--- config.mk ---
export PLATFORM = sky130hd
export DESIGN_NAME = lpht_mod
export DESIGN_NICKNAME = d
export VERILOG_FILES = /design/src/design/linear_probing_hash_table_top_assert.svh /design/src/design/lpht_pkg.sv /design/src/design/lpht_mod.sv
export SDC_FILE = /design/constraint.sdc
export NUM_CORES = 1
export LEC_CHECK = 0
export BUFFER_PORTS_ARGS = -buffer_cell sky130_fd_sc_hd__buf_2
export CORE_MARGIN = 5
export CORE_UTILIZATION = 54
export CTS_CLUSTER_DIAMETER = 150
export DETAILED_ROUTE_END_ITERATION = 12
export PLACE_DENSITY = 0.8
export SLEW_MARGIN = 30
export SYNTH_ARGS = -nofsm -noshare
export SYNTH_HDL_FRONTEND = slang
export SYNTH_SLANG_ARGS = --single-unit
--- constraint.sdc ---
create_clock -name clk -period 8.57 [get_ports clk]
set_input_delay 1.2855 -clock clk [delete_from_list [all_inputs] [get_ports clk]]
set_output_delay 1.2855 -clock clk [all_outputs]
set_load 0.005 [all_outputs]
--- src/design/linear_probing_hash_table_top_assert.svh ---
// Assertion macros for the hash table top level.
// Each macro checks on the rising edge of clk and is quiet while arst_n is low.
`ifndef LINEAR_PROBING_HASH_TABLE_TOP_ASSERT_SVH
`define LINEAR_PROBING_HASH_TABLE_TOP_ASSERT_SVH

// Same-cycle implication.
`define LPHT_ASSERT_NOW(lbl, ante, cons, msg) \
	lbl: assert property (@(posedge clk) disable iff (!arst_n) (ante) |-> (cons)) \
		else $error(msg);

// Next-cycle implication.
`define LPHT_ASSERT_NEXT(lbl, ante, cons, msg) \
	lbl: assert property (@(posedge clk) disable iff (!arst_n) (ante) |=> (cons)) \
		else $error(msg);

`endif

--- src/design/lpht_pkg.sv ---
`timescale 1ns / 1ps

package lpht_pkg;

	localparam int unsigned DEPTH_DEF    = 1024;
	localparam int unsigned KEY_BITS_DEF = 31;

	// size register, result fields
	localparam int unsigned CFG_W  = 11;
	localparam int unsigned STAT_W = 2;
	localparam int unsigned SLOT_W = 10;

	localparam logic [CFG_W-1:0] SIZE_RESET = 11'd1024;

	// key bits consumed per step of the remainder unit
	localparam int unsigned DIGIT_BITS = 4;

	localparam logic ACT_INSERT = 1'b0;
	localparam logic ACT_SEARCH = 1'b1;

	localparam logic [STAT_W-1:0] STAT_INSERTED = 2'd0;
	localparam logic [STAT_W-1:0] STAT_FULL     = 2'd1;
	localparam logic [STAT_W-1:0] STAT_FOUND    = 2'd2;
	localparam logic [STAT_W-1:0] STAT_MISSING  = 2'd3;

	// zero maps to one, anything above the memory depth saturates
	function automatic logic [CFG_W-1:0] clamp_size(input logic [CFG_W-1:0] v,
			input int unsigned depth);
		logic [CFG_W-1:0] r;
		if (v == '0) begin
			r = CFG_W'(1);
		end else if (32'(v) > depth) begin
			r = CFG_W'(depth);
		end else begin
			r = v;
		end
		return r;
	endfunction

endpackage

--- src/design/lpht_mod.sv ---
`timescale 1ns / 1ps

module lpht_mod #(
	parameter int unsigned KEY_BITS = lpht_pkg::KEY_BITS_DEF
) (
	input  logic                       clk,
	input  logic                       arst_n,
	input  logic                       start,
	input  logic [KEY_BITS-1:0]        dividend,
	input  logic [lpht_pkg::CFG_W-1:0] divisor,
	output logic                       done,
	output logic [lpht_pkg::CFG_W-1:0] rem
);
	import lpht_pkg::*;

	localparam int unsigned STEPS = (KEY_BITS + DIGIT_BITS - 1) / DIGIT_BITS;
	localparam int unsigned PAD_W = STEPS * DIGIT_BITS;
	localparam int unsigned CNT_W = $clog2(STEPS + 1);

	logic [PAD_W-1:0] sh_q;
	logic [CFG_W-1:0] rem_q;
	logic [CNT_W-1:0] cnt_q;
	logic             run_q;
	logic             done_q;
	logic [CFG_W-1:0] rem_nxt;

	// restoring remainder, one digit per cycle, most significant first
	always_comb begin
		logic [CFG_W:0] r;
		r = {1'b0, rem_q};
		for (int i = 0; i < DIGIT_BITS; i++) begin
			r = {r[CFG_W-1:0], sh_q[PAD_W-1-i]};
			if (r >= {1'b0, divisor}) begin
				r = r - {1'b0, divisor};
			end
		end
		rem_nxt = r[CFG_W-1:0];
	end

	always_ff @(posedge clk or negedge arst_n) begin
		if (!arst_n) begin
			run_q  <= 1'b0;
			done_q <= 1'b0;
			cnt_q  <= '0;
			sh_q   <= '0;
			rem_q  <= '0;
		end else begin
			done_q <= 1'b0;
			if (start) begin
				sh_q  <= PAD_W'(dividend);
				rem_q <= '0;
				cnt_q <= CNT_W'(STEPS);
				run_q <= 1'b1;
			end else if (run_q) begin
				sh_q  <= sh_q << DIGIT_BITS;
				rem_q <= rem_nxt;
				cnt_q <= cnt_q - CNT_W'(1);
				if (cnt_q == CNT_W'(1)) begin
					run_q  <= 1'b0;
					done_q <= 1'b1;
				end
			end
		end
	end

	assign done = done_q;
	assign rem  = rem_q;

endmodule
==> metrics.md, run 1 <==
| Metric | Value |
|---|---|
| Mapped Area | `4710 um^2` |
| Die height | `103 um` |
| Worst Hold Class | `flip-flop to flip-flop` |
| Reg area | `1230 um^2` |
| Avg WL per Cell | `18.5 um` |
| Layout cells sized above 1 | `30.0%` |
| Die X | `103 um` |
| Critical-path top delay cell | `or4_1` |
| FMAX | `0.118 GHz` |
| Diode count | `0` |
| Fillers | `693` |
| CTS tree | `built` |
| Die Area | `10700 um^2` |
| Dpl hpwl | `10.6 mm` |
| Synthesized Nets | `639` |
| Synth-to-layout area growth | `24.8%` |
| Most common cell in the synthesized netlist | `o21ai_0` |
| Grt ovf | `0` |
| CP required | `8.75 ns` |
| Max clock buf depth | `2` |
| First-pass GRT wire length | `22.1 mm` |
| Vias | `4637` |
| Post-Route WL | `14.1 mm` |
| Pin count of the biggest net entering global routing | `81` |
| Yosys Warn Count | `0` |
| Most common flop cell mapped by yosys | `dfrtp_1` |
| H-tree levels | `2` |
| FFs w/ async S/R, synth | `100%` |
| Via/cell ratio | `6.06` |
| Status | `complete, no violations` |
| Worst path arrival time | `8.65 ns` |
| Layout Nets | `751` |
| Crit start category | `input port` |
| Mapped Avg Cell Area | `8.66 um^2` |
| DRC | `0` |
| Max_cap viols | `0` |
| Slew headroom | `50.7%` |
| Total CTS buffers | `5` |
| Fin crit period | `8.47 ns` |
| Antenna violations before repair | `0` |
| Drt initial violations | `319` |
| Number of global-route vias before repair | `4604` |
| Tcrit/Tclk final | `98.8%` |
| CP endpoint kind | `flip-flop` |
| Fin. max-slew vios | `0` |
| Setup TNS | `0 ns` |
| GR Util All Layers | `26.2%` |
| Core area | `8590 um^2` |
| Cells after synthesis | `544` |
| Seq/Total Area, Yosys | `26.0%` |
| Top cell family by delay on the critical path | `compound AO/OA/AOI/OAI gates` |
| Worst skew pair latency | `0.31 ns` |
| Largest incremental delay on the critical path | `0.52 ns` |
| Root Buffer Master | `clkbuf_8` |
| Final setup margin | `0.101 ns` |
| Final Skew | `0.00465 ns` |
| Largest area contributor in the netlist | `dfrtp_1` |
| Worst-path clk slew | `0.09 ns` |
| Most area-consuming cells after synthesis | `dfrtp_1, ha_1, mux2i_1` |
| Synth unique cells | `62` |
| Antenna viol nets, final | `0` |
| Boundary Pins | `57` |
| Final setup fails | `0` |
| Finished Core Util | `68.4%` |
| Crit path buffers/inverters | `3` |
| Initial Util | `54.8%` |
| Post-synth top area share | `26.0%` |
| CTS sink count | `49` |
| Input/output buffers | `56` |
| Tightest Pin Transition | `0.740 ns` |
| EDFF count, synth | `0` |
| Num rows | `34` |
| Final Hold Fails | `0` |
| CP max FO | `8` |
| Worst setup path category | `input port to flip-flop` |
| Synth cell count leaders | `o21ai_0, dfrtp_1, nand2_1` |
| Pre-CTS WS | `-0.283 ns` |
| Placer Congestion | `0.966` |
| Multi-input gate area | `3510 um^2` |
| Reg2reg setup slack | `0.70 ns` |
| Drt first pass iters | `5` |
| Flops & latches, synth | `49` |
## cell type report
class / instances / share of cell area [%]
Multi-Input combinational cell: 445 / 59.7
Sequential cell: 49 / 20.9
Timing Repair Buffer: 124 / 13.8
Tap cell: 108 / 2.30
Inverter: 31 / 1.98
Clock buffer: 7 / 1.30
Clock inverter: 1 / 0.128
## what timing repair did
action,4_1_cts,5_1_grt
hold buffers,0,0
hold endpoints to repair,0,0
setup buffers,0,8
endpoints found under the setup margin,0,11
gates resized for setup,0,40
## sequential cells by signal (all words and copies together) (netlist names)
register / cells
sh_q: 32
rem: 11
cnt_q: 4
done: 1
run_q: 1
## through the flow
step	hold slack (ns)	instance area (um^2)	instances
final	0.541	5880	765
after floorplan	0.489	4770	544
after CTS	0.546	5630	756
after global routing	0.572	5880	765
after global placement	0.516	5540	748
after detailed placement	0.524	5550	748
## metal layers
layer	vias up	global-route usage, %	wire, um
met5	-	0	0
met4	0	9.06	527
met3	62	4.90	978
met2	180	42.6	6680
met1	2183	35.1	5940
li1	2212	-	-
## tightest hold or removal path, stage by stage (launching register included)
cell,delay [ns]
dfrtp_1,0.37
xnor2_1,0.07
nand2b_1,0.07
## path summary, 6_finish.rpt
check                           depth (start not counted)        to       start
worst min-delay path                                    2  cnt_q[3]    cnt_q[3]
max in group asynchronous                               1     run_q      arst_n
worst max-delay path                                   33    rem[9]  divisor[0]
worst min register to register                          2  cnt_q[3]    cnt_q[3]
worst max register to register                         33    rem[9]    sh_q[31]
min in group asynchronous                               1  sh_q[14]      arst_n
## cells in the final DEF, fill, tap and decap left out, types with 4 or more instances in the layout
cell type	count
a211oi_1	5
a21o_1	14
a21oi_1	26
a21oi_2	4
a311oi_1	4
buf_2	55
buf_4	66
clkbuf_8	5
dfrtp_1	48
ha_1	41
ha_4	4
inv_1	31
mux2_2	18
mux2_4	6
mux2i_1	29
nand2_1	47
nand2b_1	8
nand3_1	9
nand4_1	5
nor2_1	44
nor2b_1	5
nor3_1	13
nor4_1	4
o211ai_1	5
o21a_1	10
o21ai_0	44
o21ai_1	5
o21ai_2	4
o21bai_1	4
o31a_1	4
xnor2_1	16
xor2_1	12
## kinds of logic after synthesis
family | count (synthesis) | synth area share, %
AOI/OAI and AO/OA | 159 | 22.9
and+or+nand+nor | 153 | 15.1
xor gates and xnor gates | 28 | 5.21
buffers and inverters | 50 | 4.17
adders and majority gates | 50 | 13.9
muxes | 55 | 12.6
DFF | 49 | 26.0
Power of run 1 is not shown: default switching activity piles up to over one toggle a cycle in this logic, so the estimate is an artifact.
==> run 2, diff against run 1 <==
--- a/config.mk
+++ b/config.mk
@@ -6,11 +6,12 @@
 export NUM_CORES = 1
 export LEC_CHECK = 0
 export BUFFER_PORTS_ARGS = -buffer_cell sky130_fd_sc_hd__buf_2
+export CORE_ASPECT_RATIO = 1.75
 export CORE_MARGIN = 5
 export CORE_UTILIZATION = 54
-export CTS_CLUSTER_DIAMETER = 150
 export DETAILED_ROUTE_END_ITERATION = 12
 export PLACE_DENSITY = 0.8
+export REMOVE_ABC_BUFFERS = 1
 export SLEW_MARGIN = 30
 export SYNTH_ARGS = -nofsm -noshare
 export SYNTH_HDL_FRONTEND = slang
==> run 2 against run 1 <==
Compared with the run above:
- cell count is 8.8% higher
- clock-buffer cell count is 2 lower
- critical path type unchanged
- flip-flop and latch count stayed put
- wire length is 11% higher
- critical path depth is 1 lower
- clock skew is 0.0026 ns higher
- global-route usage is 3.6 points higher
- non-clock buffer count is 59 higher
- via count is 5.8% higher
- die area is 0.69% higher
- hold slack worse by 0.0021 ns
==> metrics.md, run 2 (synthesis results as in run 1) <==
| Metric | Value |
|---|---|
| Final setup fails | `0 (unchanged)` |
| Layout cells sized above 1 | `36.8% (was 30.0%)` |
| Critical-path top delay cell | `or4_1 (unchanged)` |
| Fin. max-slew vios | `0 (unchanged)` |
| Worst Hold Path EP | `cnt_q[3] (unchanged)` |
| Final Skew | `0.00721 ns (was 0.00465 ns)` |
| CP endpoint kind | `flip-flop (unchanged)` |
| Drt first pass iters | `5 (unchanged)` |
| Tightest Pin Transition | `0.729 ns (was 0.740 ns)` |
| Reg with most FFs | `sh_q (unchanged)` |
| Number of flip-flops in the largest register | `32 (unchanged)` |
| Status | `complete, no violations (unchanged)` |
| Via/cell ratio | `5.90 (was 6.06)` |
| Initial Util | `54.7% (was 54.8%)` |
| Root Buffer Master | `clkbuf_16 (was clkbuf_8)` |
| Diode count | `0 (unchanged)` |
| Boundary Pins | `57 (unchanged)` |
| H-tree levels | `2 (unchanged)` |
| Reg2reg path depth | `32 (was 33)` |
| Core area | `8610 um^2 (was 8590 um^2)` |
| Worst path arrival time | `8.57 ns (was 8.65 ns)` |
| Max clock buf depth | `2 (unchanged)` |
| Die Area | `10800 um^2 (was 10700 um^2)` |
| Grt ovf | `0 (unchanged)` |
| CP required | `8.74 ns (was 8.75 ns)` |
| Fin crit period | `8.40 ns (was 8.47 ns)` |
| Antenna viol nets, final | `0 (unchanged)` |
| FMAX | `0.119 GHz (was 0.118 GHz)` |
| Die X | `80.6 um (was 103 um)` |
| Input/output buffers | `56 (unchanged)` |
| Worst setup path category | `input port to flip-flop (unchanged)` |
| Tcrit/Tclk final | `98.0% (was 98.8%)` |
| Largest incremental delay on the critical path | `0.52 ns (about the same)` |
| Post-Route WL | `15.7 mm (was 14.1 mm)` |
| Multi-input gate area | `3560 um^2 (was 3510 um^2)` |
| Vias | `4906 (was 4637)` |
| Reg area | `1230 um^2 (unchanged)` |
| Max_cap viols | `0 (unchanged)` |
| Worst skew pair latency | `0.29 ns (was 0.31 ns)` |
| Avg WL per Cell | `18.8 um (was 18.5 um)` |
| CTS sink count | `49 (unchanged)` |
| Number of global-route vias before repair | `5264 (was 4604)` |
| Most frequent cells in the layout | `buf_4, buf_2, dfrtp_1, nand2_1 (unchanged)` |
| First-pass GRT wire length | `24.9 mm (was 22.1 mm)` |
| Hold depth | `2 (unchanged)` |
| DRC | `0 (unchanged)` |
| GR Util All Layers | `29.8% (was 26.2%)` |
| Reg-to-Reg Start | `sh_q[31] (unchanged)` |
| Worst Hold Launch | `cnt_q[3] (unchanged)` |
| Fillers | `669 (was 693)` |
| Most used cell along the critical path | `ha_1` |
| Slew headroom | `51.4% (was 50.7%)` |
| Num rows | `45 (was 34)` |
| Final Hold Fails | `0 (unchanged)` |
| Worst-path clk slew | `0.06 ns (was 0.09 ns)` |
| Worst Hold Class | `flip-flop to flip-flop (unchanged)` |
| Antenna violations before repair | `0 (unchanged)` |
| Drt initial violations | `203 (was 319)` |
| Layout Nets | `810 (was 751)` |
| CTS tree | `built (unchanged)` |
| CP max FO | `10 (was 8)` |
| Die height | `134 um (was 103 um)` |
| Reg2reg setup slack | `0.78 ns (was 0.70 ns)` |
| Dpl hpwl | `12.3 mm (was 10.6 mm)` |
| Total CTS buffers | `5 (unchanged)` |
| Pin count of the biggest net entering global routing | `81 (unchanged)` |
| Worst hold slack | `0.539 ns (was 0.541 ns)` |
| Crit start category | `input port (unchanged)` |
| Commonest non-fill, non-tap cell in the layout | `buf_4 (unchanged)` |
| Critical R2R Capture | `rem[5] (was rem[9])` |
| Placer Congestion | `0.965 (was 0.966)` |
| Synth-to-layout area growth | `37.3% (was 24.8%)` |
run 2: cell types whose count changed in the layout (fill, tap and decap cells not counted), moves of 3 or more:
| cell | delta |
|---|---|
| clkbuf_8 | -5 |
| buf_4 | +61 |
| clkbuf_16 | +5 |
| nor3_1 | -3 |
run 2: worst max-delay path by stage:
stage	from	slack, ns	endpoint	cells after the start
2_1_floorplan	divisor[0]	-0.53	rem[8]	31
3_3_place_gp	divisor[0]	-0.36	rem[4]	34
3_5_place_dp	divisor[0]	-0.54	rem[5]	31
4_1_cts	divisor[0]	0.008	rem[10]	34
5_1_grt	divisor[0]	-0.11	rem[5]	33
6_report	divisor[0]	0.17	rem[5]	32
run 2: critical path: cells and delay by family:
kind	cells	cell delay [ns]
AOI/OAI and AO/OA	13	2.94
and+or+nand+nor	9	1.66
muxes	3	1.05
adders and majority gates	5	1.38
buffers and inverters	2	0.25
run 2: through the flow:
stage	instance area (um^2)	TNS [ns]	worst slack [ns]	instances	utilization [%]
2_1_floorplan	4630	-4.61	-0.528	525	-
3_3_place_gp	5970	-3.00	-0.362	819	69.3
3_5_place_dp	5970	-4.99	-0.540	819	69.3
4_1_cts	6170	0	0.00847	828	71.6
5_1_grt	6470	-0.480	-0.105	832	75.1
6_report	6470	0	0.167	832	75.1
run 2: cell type report:
class / count / share of cell area [%]
Multi-Input combinational cell: 445 / 55.1
Timing Repair Buffer: 183 / 19.3
Sequential cell: 49 / 19.0
Tap cell: 117 / 2.26
Clock buffer: 5 / 1.93
Inverter: 31 / 1.80
Clock inverter: 2 / 0.600
run 2: metal layers:
metal  routed length (um)  track usage (%)
met5                    0                0
met2                 8650             55.6
met4                 1140             20.8
met1                 5310             28.8
met3                  571             4.06
run 2: timing repair:
| action | CTS | global route |
|---|---|---|
| setup endpoints to repair | 11 | 11 |
| gates resized for setup | 7 | 55 |
| endpoints found under the hold margin | 0 | 0 |
| buffers inserted | 2 | 4 |
| hold buffers | 0 | 0 |
| pin swaps | 2 | 20 |
Power of run 2 is left out for the same reason.
